==> config.mk <==
export PLATFORM = sky130hd
export DESIGN_NAME = sntp_offset_median_filter
export DESIGN_NICKNAME = d
export VERILOG_FILES = /design/src/somf_pkg.sv /design/src/sntp_offset_median_filter.sv /design/src/somf_ctrl.sv /design/src/somf_datapath.sv
export SDC_FILE = /design/constraint.sdc
export NUM_CORES = 2
export LEC_CHECK = 0
export BUFFER_PORTS_ARGS = -buffer_cell sky130_fd_sc_hd__buf_2
export CAP_MARGIN = 10
export CELL_PAD_IN_SITES_DETAIL_PLACEMENT = 1
export CELL_PAD_IN_SITES_GLOBAL_PLACEMENT = 1
export CORE_MARGIN = 1.5
export CORE_UTILIZATION = 40
export DETAILED_ROUTE_END_ITERATION = 6
export HOLD_SLACK_MARGIN = 0.12
export MAX_ROUTING_LAYER = met4
export PLACE_DENSITY_LB_ADDON = 0.1
export RECOVER_POWER = 50
export SLEW_MARGIN = 0
export SYNTH_ARGS = -nofsm -noshare
export SYNTH_HDL_FRONTEND = slang
export SYNTH_HIERARCHICAL = 1
export SYNTH_SLANG_ARGS = --single-unit
==> constraint.sdc <==
create_clock -name clk_i -period 7 [get_ports clk_i]
set_input_delay 1.75 -clock clk_i [delete_from_list [all_inputs] [get_ports clk_i]]
set_output_delay 1.75 -clock clk_i [all_outputs]
set_load 0.03 [all_outputs]
==> src/somf_pkg.sv <==
// Shared types and constants for the time-server offset median filter.
// No dependencies; imported by every module of the block.
`timescale 1ns / 1ps

package somf_pkg;

  // Default window size and fixed protocol constants
  localparam int unsigned WindowDepthDef = 8;
  localparam logic [31:0] EpochGap       = 32'h83AA7E80;  // 1900 -> 1970 in seconds
  localparam logic [7:0]  StratumReset   = 8'd14;
  localparam logic [1:0]  LeapAlarm      = 2'b11;

  // Result status codes
  typedef enum logic [1:0] {
    StOk      = 2'd0,
    StAlarm   = 2'd1,
    StStratum = 2'd2
  } status_e;

  // Controller states
  typedef enum logic [2:0] {
    SIdle,
    SDecide,
    SDelete,
    SInsert,
    SRotate,
    SMedian,
    SDone
  } state_e;

  // Commands from controller to datapath
  typedef struct packed {
    logic load;      // capture a new item
    logic del;       // drop the oldest sample from the sorted chain
    logic ins;       // insert the new sample, shift the age line
    logic rot;       // rotate the sorted chain by one place
    logic med;       // form the debounced median
    logic out_load;  // move the result into the output register
  } cmd_t;

  // Status from datapath to controller
  typedef struct packed {
    logic reject;    // current item failed the header checks
    logic full;      // window holds WINDOW_DEPTH samples
  } dp_status_t;

endpackage

==> src/sntp_offset_median_filter.sv <==
// Steps after an accept: decide, delete (full window only), insert, rotate the chain
// one place per cycle, median, then load the output register; a rejected reply goes
// from decide straight to the output load. One item at a time: the next is taken
// only once the last result has moved into the output register.
// Reset: async active low; window empty, offset zero, max stratum 14.
// No clearing pass; the next item is taken while a result waits in the output register.
`timescale 1ns / 1ps

module sntp_offset_median_filter #(
  parameter int unsigned WINDOW_DEPTH = somf_pkg::WindowDepthDef,
  localparam int unsigned CntW        = $clog2(WINDOW_DEPTH + 1)
) (
  input  logic                clk_i,
  input  logic                rst_ni,
  input  logic                cfg_we_i,
  input  logic [7:0]          cfg_wdata_i,
  input  logic                in_valid_i,
  output logic                in_ready_o,
  input  logic [31:0]         header_word_i,
  input  logic [31:0]         receive_seconds_i,
  input  logic [31:0]         local_seconds_i,
  output logic                out_valid_o,
  input  logic                out_ready_i,
  output logic [1:0]          status_o,
  output logic signed [31:0]  sample_offset_o,
  output logic signed [31:0]  system_offset_o,
  output logic [CntW-1:0]     sample_count_o
);

  import somf_pkg::*;

  localparam int unsigned StepW = (WINDOW_DEPTH > 1) ? $clog2(WINDOW_DEPTH) : 1;

  cmd_t              cmd;
  dp_status_t        dp_status;
  logic [StepW-1:0]  rot_step;

  somf_ctrl #(
    .WINDOW_DEPTH(WINDOW_DEPTH)
  ) u_ctrl (
    .clk_i       (clk_i),
    .rst_ni      (rst_ni),
    .in_valid_i  (in_valid_i),
    .out_ready_i (out_ready_i),
    .dp_status_i (dp_status),
    .in_ready_o  (in_ready_o),
    .out_valid_o (out_valid_o),
    .cmd_o       (cmd),
    .rot_step_o  (rot_step)
  );

  somf_datapath #(
    .WINDOW_DEPTH(WINDOW_DEPTH)
  ) u_datapath (
    .clk_i             (clk_i),
    .rst_ni            (rst_ni),
    .cfg_we_i          (cfg_we_i),
    .cfg_wdata_i       (cfg_wdata_i),
    .header_word_i     (header_word_i),
    .receive_seconds_i (receive_seconds_i),
    .local_seconds_i   (local_seconds_i),
    .cmd_i             (cmd),
    .rot_step_i        (rot_step),
    .dp_status_o       (dp_status),
    .status_o          (status_o),
    .sample_offset_o   (sample_offset_o),
    .system_offset_o   (system_offset_o),
    .sample_count_o    (sample_count_o)
  );

  // One item in flight: busy right after an accept
  assert property (@(posedge clk_i) disable iff (!rst_ni)
    (in_valid_i && in_ready_o) |=> !in_ready_o)
    else $error("item accepted while another is in flight");

  // Rejected replies carry a zero sample
  assert property (@(posedge clk_i) disable iff (!rst_ni)
    (out_valid_o && status_o != StOk) |-> (sample_offset_o == 32'sd0))
    else $error("rejected item with nonzero sample offset");

  // Debounce never lets +1 or -1 through
  assert property (@(posedge clk_i) disable iff (!rst_ni)
    out_valid_o |-> (system_offset_o != 32'sd1 && system_offset_o != -32'sd1))
    else $error("system offset of one second escaped debounce");

  // Window count never exceeds its depth
  assert property (@(posedge clk_i) disable iff (!rst_ni)
    out_valid_o |-> (sample_count_o <= CntW'(WINDOW_DEPTH)))
    else $error("sample count beyond window depth");

endmodule

==> src/somf_ctrl.sv <==
// Controller state machine for the offset median filter.
// Depends on somf_pkg; drives somf_datapath through cmd_t and reads dp_status_t.
`timescale 1ns / 1ps

module somf_ctrl #(
  parameter int unsigned WINDOW_DEPTH = somf_pkg::WindowDepthDef,
  localparam int unsigned StepW       = (WINDOW_DEPTH > 1) ? $clog2(WINDOW_DEPTH) : 1
) (
  input  logic                   clk_i,
  input  logic                   rst_ni,
  input  logic                   in_valid_i,
  input  logic                   out_ready_i,
  input  somf_pkg::dp_status_t   dp_status_i,
  output logic                   in_ready_o,
  output logic                   out_valid_o,
  output somf_pkg::cmd_t         cmd_o,
  output logic [StepW-1:0]       rot_step_o
);

  import somf_pkg::*;

  localparam logic [StepW-1:0] StepLast = StepW'(WINDOW_DEPTH - 1);

  state_e            state_q, state_d;
  logic [StepW-1:0]  step_q, step_d;
  logic              out_valid_q, out_valid_d;
  logic              out_free;

  // Output register can take a result when empty or being drained
  assign out_free = !out_valid_q || out_ready_i;

  // Next state
  always_comb begin
    state_d = state_q;
    unique case (state_q)
      SIdle:   if (in_valid_i) state_d = SDecide;
      SDecide: begin
        priority if (dp_status_i.reject) state_d = SDone;
        else if (dp_status_i.full)       state_d = SDelete;
        else                             state_d = SInsert;
      end
      SDelete: state_d = SInsert;
      SInsert: state_d = SRotate;
      SRotate: if (step_q == StepLast) state_d = SMedian;
      SMedian: state_d = SDone;
      SDone:   if (out_free) state_d = SIdle;
      default: state_d = SIdle;
    endcase
  end

  // Rotation step counter runs once around the chain
  always_comb begin
    step_d = '0;
    if (state_q == SRotate && step_q != StepLast) begin
      step_d = step_q + StepW'(1);
    end
  end

  // Outputs
  always_comb begin
    cmd_o      = '0;
    in_ready_o = 1'b0;
    unique case (state_q)
      SIdle: begin
        in_ready_o = 1'b1;
        cmd_o.load = in_valid_i;
      end
      SDecide: ;
      SDelete: cmd_o.del = 1'b1;
      SInsert: cmd_o.ins = 1'b1;
      SRotate: cmd_o.rot = 1'b1;
      SMedian: cmd_o.med = 1'b1;
      SDone:   cmd_o.out_load = out_free;
      default: ;
    endcase
  end

  // Result valid flag
  always_comb begin
    out_valid_d = out_valid_q;
    if (cmd_o.out_load) begin
      out_valid_d = 1'b1;
    end else if (out_ready_i) begin
      out_valid_d = 1'b0;
    end
  end

  always_ff @(posedge clk_i or negedge rst_ni) begin
    if (!rst_ni) begin
      state_q     <= SIdle;
      step_q      <= '0;
      out_valid_q <= 1'b0;
    end else begin
      state_q     <= state_d;
      step_q      <= step_d;
      out_valid_q <= out_valid_d;
    end
  end

  assign out_valid_o = out_valid_q;
  assign rot_step_o  = step_q;

endmodule

==> src/somf_datapath.sv <==
// Datapath for the offset median filter: header checks, age line, sorted
// chain, median tap and output register. Depends on somf_pkg.
`timescale 1ns / 1ps

module somf_datapath #(
  parameter int unsigned WINDOW_DEPTH = somf_pkg::WindowDepthDef,
  localparam int unsigned CntW        = $clog2(WINDOW_DEPTH + 1),
  localparam int unsigned StepW       = (WINDOW_DEPTH > 1) ? $clog2(WINDOW_DEPTH) : 1
) (
  input  logic                   clk_i,
  input  logic                   rst_ni,
  input  logic                   cfg_we_i,
  input  logic [7:0]             cfg_wdata_i,
  input  logic [31:0]            header_word_i,
  input  logic [31:0]            receive_seconds_i,
  input  logic [31:0]            local_seconds_i,
  input  somf_pkg::cmd_t         cmd_i,
  input  logic [StepW-1:0]       rot_step_i,
  output somf_pkg::dp_status_t   dp_status_o,
  output logic [1:0]             status_o,
  output logic signed [31:0]     sample_offset_o,
  output logic signed [31:0]     system_offset_o,
  output logic [CntW-1:0]        sample_count_o
);

  import somf_pkg::*;

  localparam int unsigned D = WINDOW_DEPTH;

  logic [7:0]          max_stratum_q;
  status_e             status_q, status_d;
  logic signed [31:0]  sample_q, sample_d;
  logic [CntW-1:0]     count_q, count_d;
  logic signed [31:0]  line_q  [D];
  logic signed [31:0]  line_d  [D];
  logic signed [31:0]  chain_q [D];
  logic signed [31:0]  chain_d [D];
  logic signed [31:0]  tap0_q, tap1_q;
  logic signed [31:0]  current_q, current_d;
  logic                full;
  logic [CntW-1:0]     keep_len;
  logic [D-1:0]        ge_old;
  logic [D-1:0]        le_new;
  logic [CntW-1:0]     half;
  logic [CntW-1:0]     tgt_wide;
  logic                capture;
  logic signed [32:0]  pair_sum;
  logic signed [32:0]  pair_adj;
  logic signed [31:0]  mean;
  logic [1:0]          leap;
  logic [7:0]          stratum;

  logic [1:0]          out_status_q;
  logic signed [31:0]  out_sample_q, out_system_q;
  logic [CntW-1:0]     out_count_q;

  assign full = (count_q == CntW'(D));

  // Configuration register
  always_ff @(posedge clk_i or negedge rst_ni) begin
    if (!rst_ni) begin
      max_stratum_q <= StratumReset;
    end else if (cfg_we_i) begin
      max_stratum_q <= cfg_wdata_i;
    end
  end

  // Header checks and raw sample; alarm wins over bad stratum
  assign leap    = header_word_i[31:30];
  assign stratum = header_word_i[23:16];

  always_comb begin
    priority if (leap == LeapAlarm)                          status_d = StAlarm;
    else if (stratum == 8'd0 || stratum > max_stratum_q)     status_d = StStratum;
    else                                                     status_d = StOk;
    sample_d = '0;
    if (status_d == StOk) begin
      sample_d = receive_seconds_i - local_seconds_i - EpochGap;
    end
  end

  always_ff @(posedge clk_i) begin
    if (cmd_i.load) begin
      status_q <= status_d;
      sample_q <= sample_d;
    end
  end

  assign dp_status_o.reject = (status_q != StOk);
  assign dp_status_o.full   = full;

  // Compare masks; both are monotone over the sorted chain
  assign keep_len = full ? CntW'(D - 1) : count_q;

  always_comb begin
    for (int i = 0; i < D; i++) begin
      ge_old[i] = (chain_q[i] >= line_q[D-1]);
      le_new[i] = (CntW'(i) < keep_len) && (chain_q[i] <= sample_q);
    end
  end

  // Median tap position: middle element, or lower middle for an even count
  assign half     = count_q >> 1;
  assign tgt_wide = count_q[0] ? half : half - CntW'(1);
  assign capture  = cmd_i.rot && (rot_step_i == StepW'(tgt_wide));

  // Age line and sorted chain updates
  always_comb begin
    line_d  = line_q;
    chain_d = chain_q;
    count_d = count_q;
    priority if (cmd_i.del) begin
      // remove the first entry not below the oldest sample
      for (int i = 0; i < D - 1; i++) begin
        if (ge_old[i]) chain_d[i] = chain_q[(i + 1) % D];
      end
    end else if (cmd_i.ins) begin
      for (int i = 0; i < D; i++) begin
        if (!le_new[i]) begin
          if (i == 0 || le_new[(i + D - 1) % D]) chain_d[i] = sample_q;
          else                                   chain_d[i] = chain_q[(i + D - 1) % D];
        end
      end
      line_d[0] = sample_q;
      for (int i = 1; i < D; i++) begin
        line_d[i] = line_q[i-1];
      end
      if (!full) count_d = count_q + CntW'(1);
    end else if (cmd_i.rot) begin
      for (int i = 0; i < D; i++) begin
        chain_d[i] = chain_q[(i + 1) % D];
      end
    end else begin
      // hold
    end
  end

  always_ff @(posedge clk_i) begin
    line_q  <= line_d;
    chain_q <= chain_d;
    if (capture) begin
      tap0_q <= chain_q[0];
      tap1_q <= chain_q[1 % D];
    end
  end

  // Mean of the two taps, truncated toward zero, then debounce of +/-1
  assign pair_sum = {tap0_q[31], tap0_q} + {tap1_q[31], tap1_q};
  assign pair_adj = pair_sum + {32'd0, pair_sum[32]};
  assign mean     = pair_adj[32:1];

  always_comb begin
    current_d = count_q[0] ? tap0_q : mean;
    if (current_d == 32'sd1 || current_d == -32'sd1) current_d = '0;
  end

  always_ff @(posedge clk_i or negedge rst_ni) begin
    if (!rst_ni) begin
      count_q   <= '0;
      current_q <= '0;
    end else begin
      count_q <= count_d;
      if (cmd_i.med) current_q <= current_d;
    end
  end

  // Output register
  always_ff @(posedge clk_i) begin
    if (cmd_i.out_load) begin
      out_status_q <= status_q;
      out_sample_q <= sample_q;
      out_system_q <= current_q;
      out_count_q  <= count_q;
    end
  end

  assign status_o        = out_status_q;
  assign sample_offset_o = out_sample_q;
  assign system_offset_o = out_system_q;
  assign sample_count_o  = out_count_q;

endmodule

==> results.toml <==
[floorplan]
fp.coreArea_mm2 = 0.109
die_w_um = 335
pin_count = 181
rows = 121
start_util = 0.405
dieArea_mm2 = 0.113
dieHeight_um = 335

[finish]
syn2layout_area_growth_pct = 12.0
final_nets = 4767
drive_gt1_frac = 0.0798
diodes = 0

[clock_network]
cts_hold_buffers = 0
root_buffer = "clkbuf_16"
cts_sinks = 731
clk_pin_slew_ps = 60
postCtsSetupBuffers = 0
h-tree-depth = 3
ctsResizeCount = 0
tritoncts = "done"
clockBufferDepth = 3
clock_latency_ps = 670
cts_made_buffers = 84

[sta]
whs_ps = 414
period_minus_slack_ps = 6540
rsz0062_at_grt = "no"
max_freq_mhz = 153
clock-skew-final_ps = 23.6
setup_viol = 0
tns_ps = 0
slew_viol_final = 417
fin_crit_sh = 0.935
hold_viol = 0
relSlewSlack = -1.20
worst_pin_slew_ps = 3300

[grt]
grt_pass1_vias = 32700
grt_max_degree = 257
grt_pass1_wl_um = 202000
grt_usage = 0.244
overflow = 0
antenna_found_initial = 0

[place]
dp_hpwl_um = 102000
gp_congestion = 0.911
port_buffers = 158

[min_path]
hold_depth = 0
min_from = "u_datapath/line_q[123]"
whs_endpoint = "u_datapath/line_q[91]"
hold_class = "reg2reg"

[worst_setup_path]
timing.rr.end = "u_datapath/current_q[10]"
r2r_cells = 24
startpoint_type = "register"
rr_startpoint = "u_datapath/tap0_q[0]"
critPathMaxFanout = 26
worst_ep_required_time_ps = 7500
worstPathCellList = "ha_1 -> inv_1 -> fa_1 -> and2b_2 -> o21ai_1 -> a221oi_1 -> buf_4 -> o2111a_1 -> o21ai_1 -> and3_1 -> ha_1 -> and2_1 -> o21ai_0 -> or3_1 -> or4b_1 -> a31o_2 -> nor4_1 -> o211ai_1 -> nor4_1 -> nand3_1 -> or4_4 -> o21ai_2 -> buf_12 -> o22ai_1"
rrSetupSlack_ps = 460
cp.arrival_ps = 7050
worstSetupPathType = "reg2reg"
slowest_stage = "or4_4"
end_kind = "register"
slowest_delay_ps = 580

[synth]
synth_top_area_share = 0.462
synth_edf_count = 680
synthTopCellsByArea = "edfxtp_1 46%, ha_1 17%, mux2i_1 5.3%"
ys.flop_type = "edfxtp_1"
postSynthAreaPerCell_um2 = 11.3
synth_commonest_cells = "680 x edfxtp_1, 588 x ha_1, 372 x o21ai_0"
synth_simple_gate_area_share = 0.112
synth_warnings = 6
ys_async_sr_fraction = 0.0698
synth_cells = 3905
synth_compound_area_frac = 0.130
synthAdderAreaFrac = 0.167
synth_top_family_by_area = "adder cells"
synth_area_leader_cell = "edfxtp_1"
synth_most_common_cell = "edfxtp_1"
synth_mux_area_frac = 0.0545
synthXorXnorAreaFrac = 0.0145
ys_ff_latch = 731
yosys.cell_types.count = 88
synth_area_mm2 = 0.0442
seq_area_frac_synth = 0.491
syn-num-nets = 4604

[pwr]
ir_drop_v = 0.000323
power_density_mw_per_mm2 = 462
power_leakage_nw = 20.2

[detailed_routing]
wl_per_cell_um = 23.7
routed_wl_um = 133000
routed_via_density = 5.66
postRouteAntennaNets = 0
drc = 0
num_vias = 31800
drtPass1Iterations = 5
drt_iter0_drc = 2053

[run]
drv_cap = 7

[run_status]
violations = "max-capacitance violations, max-slew violations"
outcome = "finished with violations"
[layout make-up]
cell class	count	area, um2
well taps	1476	1850
multi-input cells	2821	21200
flip-flops and latches	731	21700
inverters	202	762
repair buffers	228	1190
clock buffers	96	2220
fillers	11800	59600
clock inverters	59	553
[flip-flops by register name (all words and copies together), names as in the netlist]
name                        cells
u_datapath/chain_q            256
u_datapath/line_q             256
u_datapath/current_q           32
u_datapath/sample_offset_o     32
u_datapath/sample_q            32
u_datapath/system_offset_o     32
u_datapath/tap0_q              32
u_datapath/tap1_q              32
u_datapath/max_stratum_q        8
u_datapath/count_q              4
u_datapath/sample_count_o       4
u_ctrl/rot_step_o               3
u_ctrl/state_q                  3
u_datapath/status_o             2
u_datapath/status_q             2
u_ctrl/out_valid_o              1
[worst max-delay path by stage]
stage	startpoint	endpoint	slack, ps	cells after the start
2_1_floorplan	u_ctrl/state_q[1]	u_datapath/chain_q[32]	1160	8
3_3_place_gp	u_datapath/tap0_q[0]	u_datapath/current_q[8]	510	24
3_5_place_dp	u_datapath/tap0_q[0]	u_datapath/current_q[12]	400	24
4_1_cts	u_datapath/tap0_q[0]	u_datapath/current_q[12]	400	24
5_1_grt	u_datapath/tap0_q[0]	u_datapath/current_q[0]	100	24
6_report	u_datapath/tap0_q[0]	u_datapath/current_q[10]	460	24
[critical path, delay by kind of cell, from the launching register on]
| kind | cells | cell delay, ps |
|---|---|---|
| AND/OR/NAND/NOR | 9 | 3020 |
| AO/OA/AOI/OAI | 9 | 1890 |
| adder cells (fa/ha/maj) | 3 | 610 |
| buffers and inverters | 3 | 460 |
| flip-flops | 1 | 410 |
[metal layers]
layer / GRT usage / vias to the layer above / share of wire
met1: 0.327 / 15900 / 0.47
met2: 0.389 / 629 / 0.46
met5: - / - / 0
li1: - / 15100 / -
met3: 0.0262 / 173 / 0.040
met4: 0.0752 / 0 / 0.029
[power by group]
group          total (mW)  switching, mW  internal (mW)
Combinational        9.84           6.05           3.78
Sequential           8.58           1.67           6.91
Clock                4.44           1.89           2.56
[through the flow]
stage          area [um2]  std cells   util  power (mW)  worst slack [ps]
2_1_floorplan       44200       3905      -        14.7              1160
3_3_place_gp        46900       5458  0.430        18.2               510
3_5_place_dp        46900       5458  0.430        18.5               399
4_1_cts             49700       5613  0.455        23.1               399
5_1_grt             49500       5613  0.454        24.5              97.8
6_report            49500       5613  0.454        22.9               457
[cell usage in the layout, fill, tap and decap left out, types with 108 or more instances in the layout]
master / instances
edfxtp_1: 680
ha_1: 588
o21ai_0: 370
nand2_1: 301
mux2i_1: 235
a21oi_1: 220
inv_1: 200
nor2_1: 136
nand4_1: 136
a21o_1: 108
[kinds of logic (layout without fill, tap and decap cells)]
group	Yosys count	count (layout)
XOR/XNOR	73	73
flip-flops	731	731
adder cells (fa/ha/maj)	590	590
multiplexers	240	240
buffers and inverters	353	585
AO/OA/AOI/OAI	957	957
AND/OR/NAND/NOR	961	961
Power figures use the tool's default switching activity.
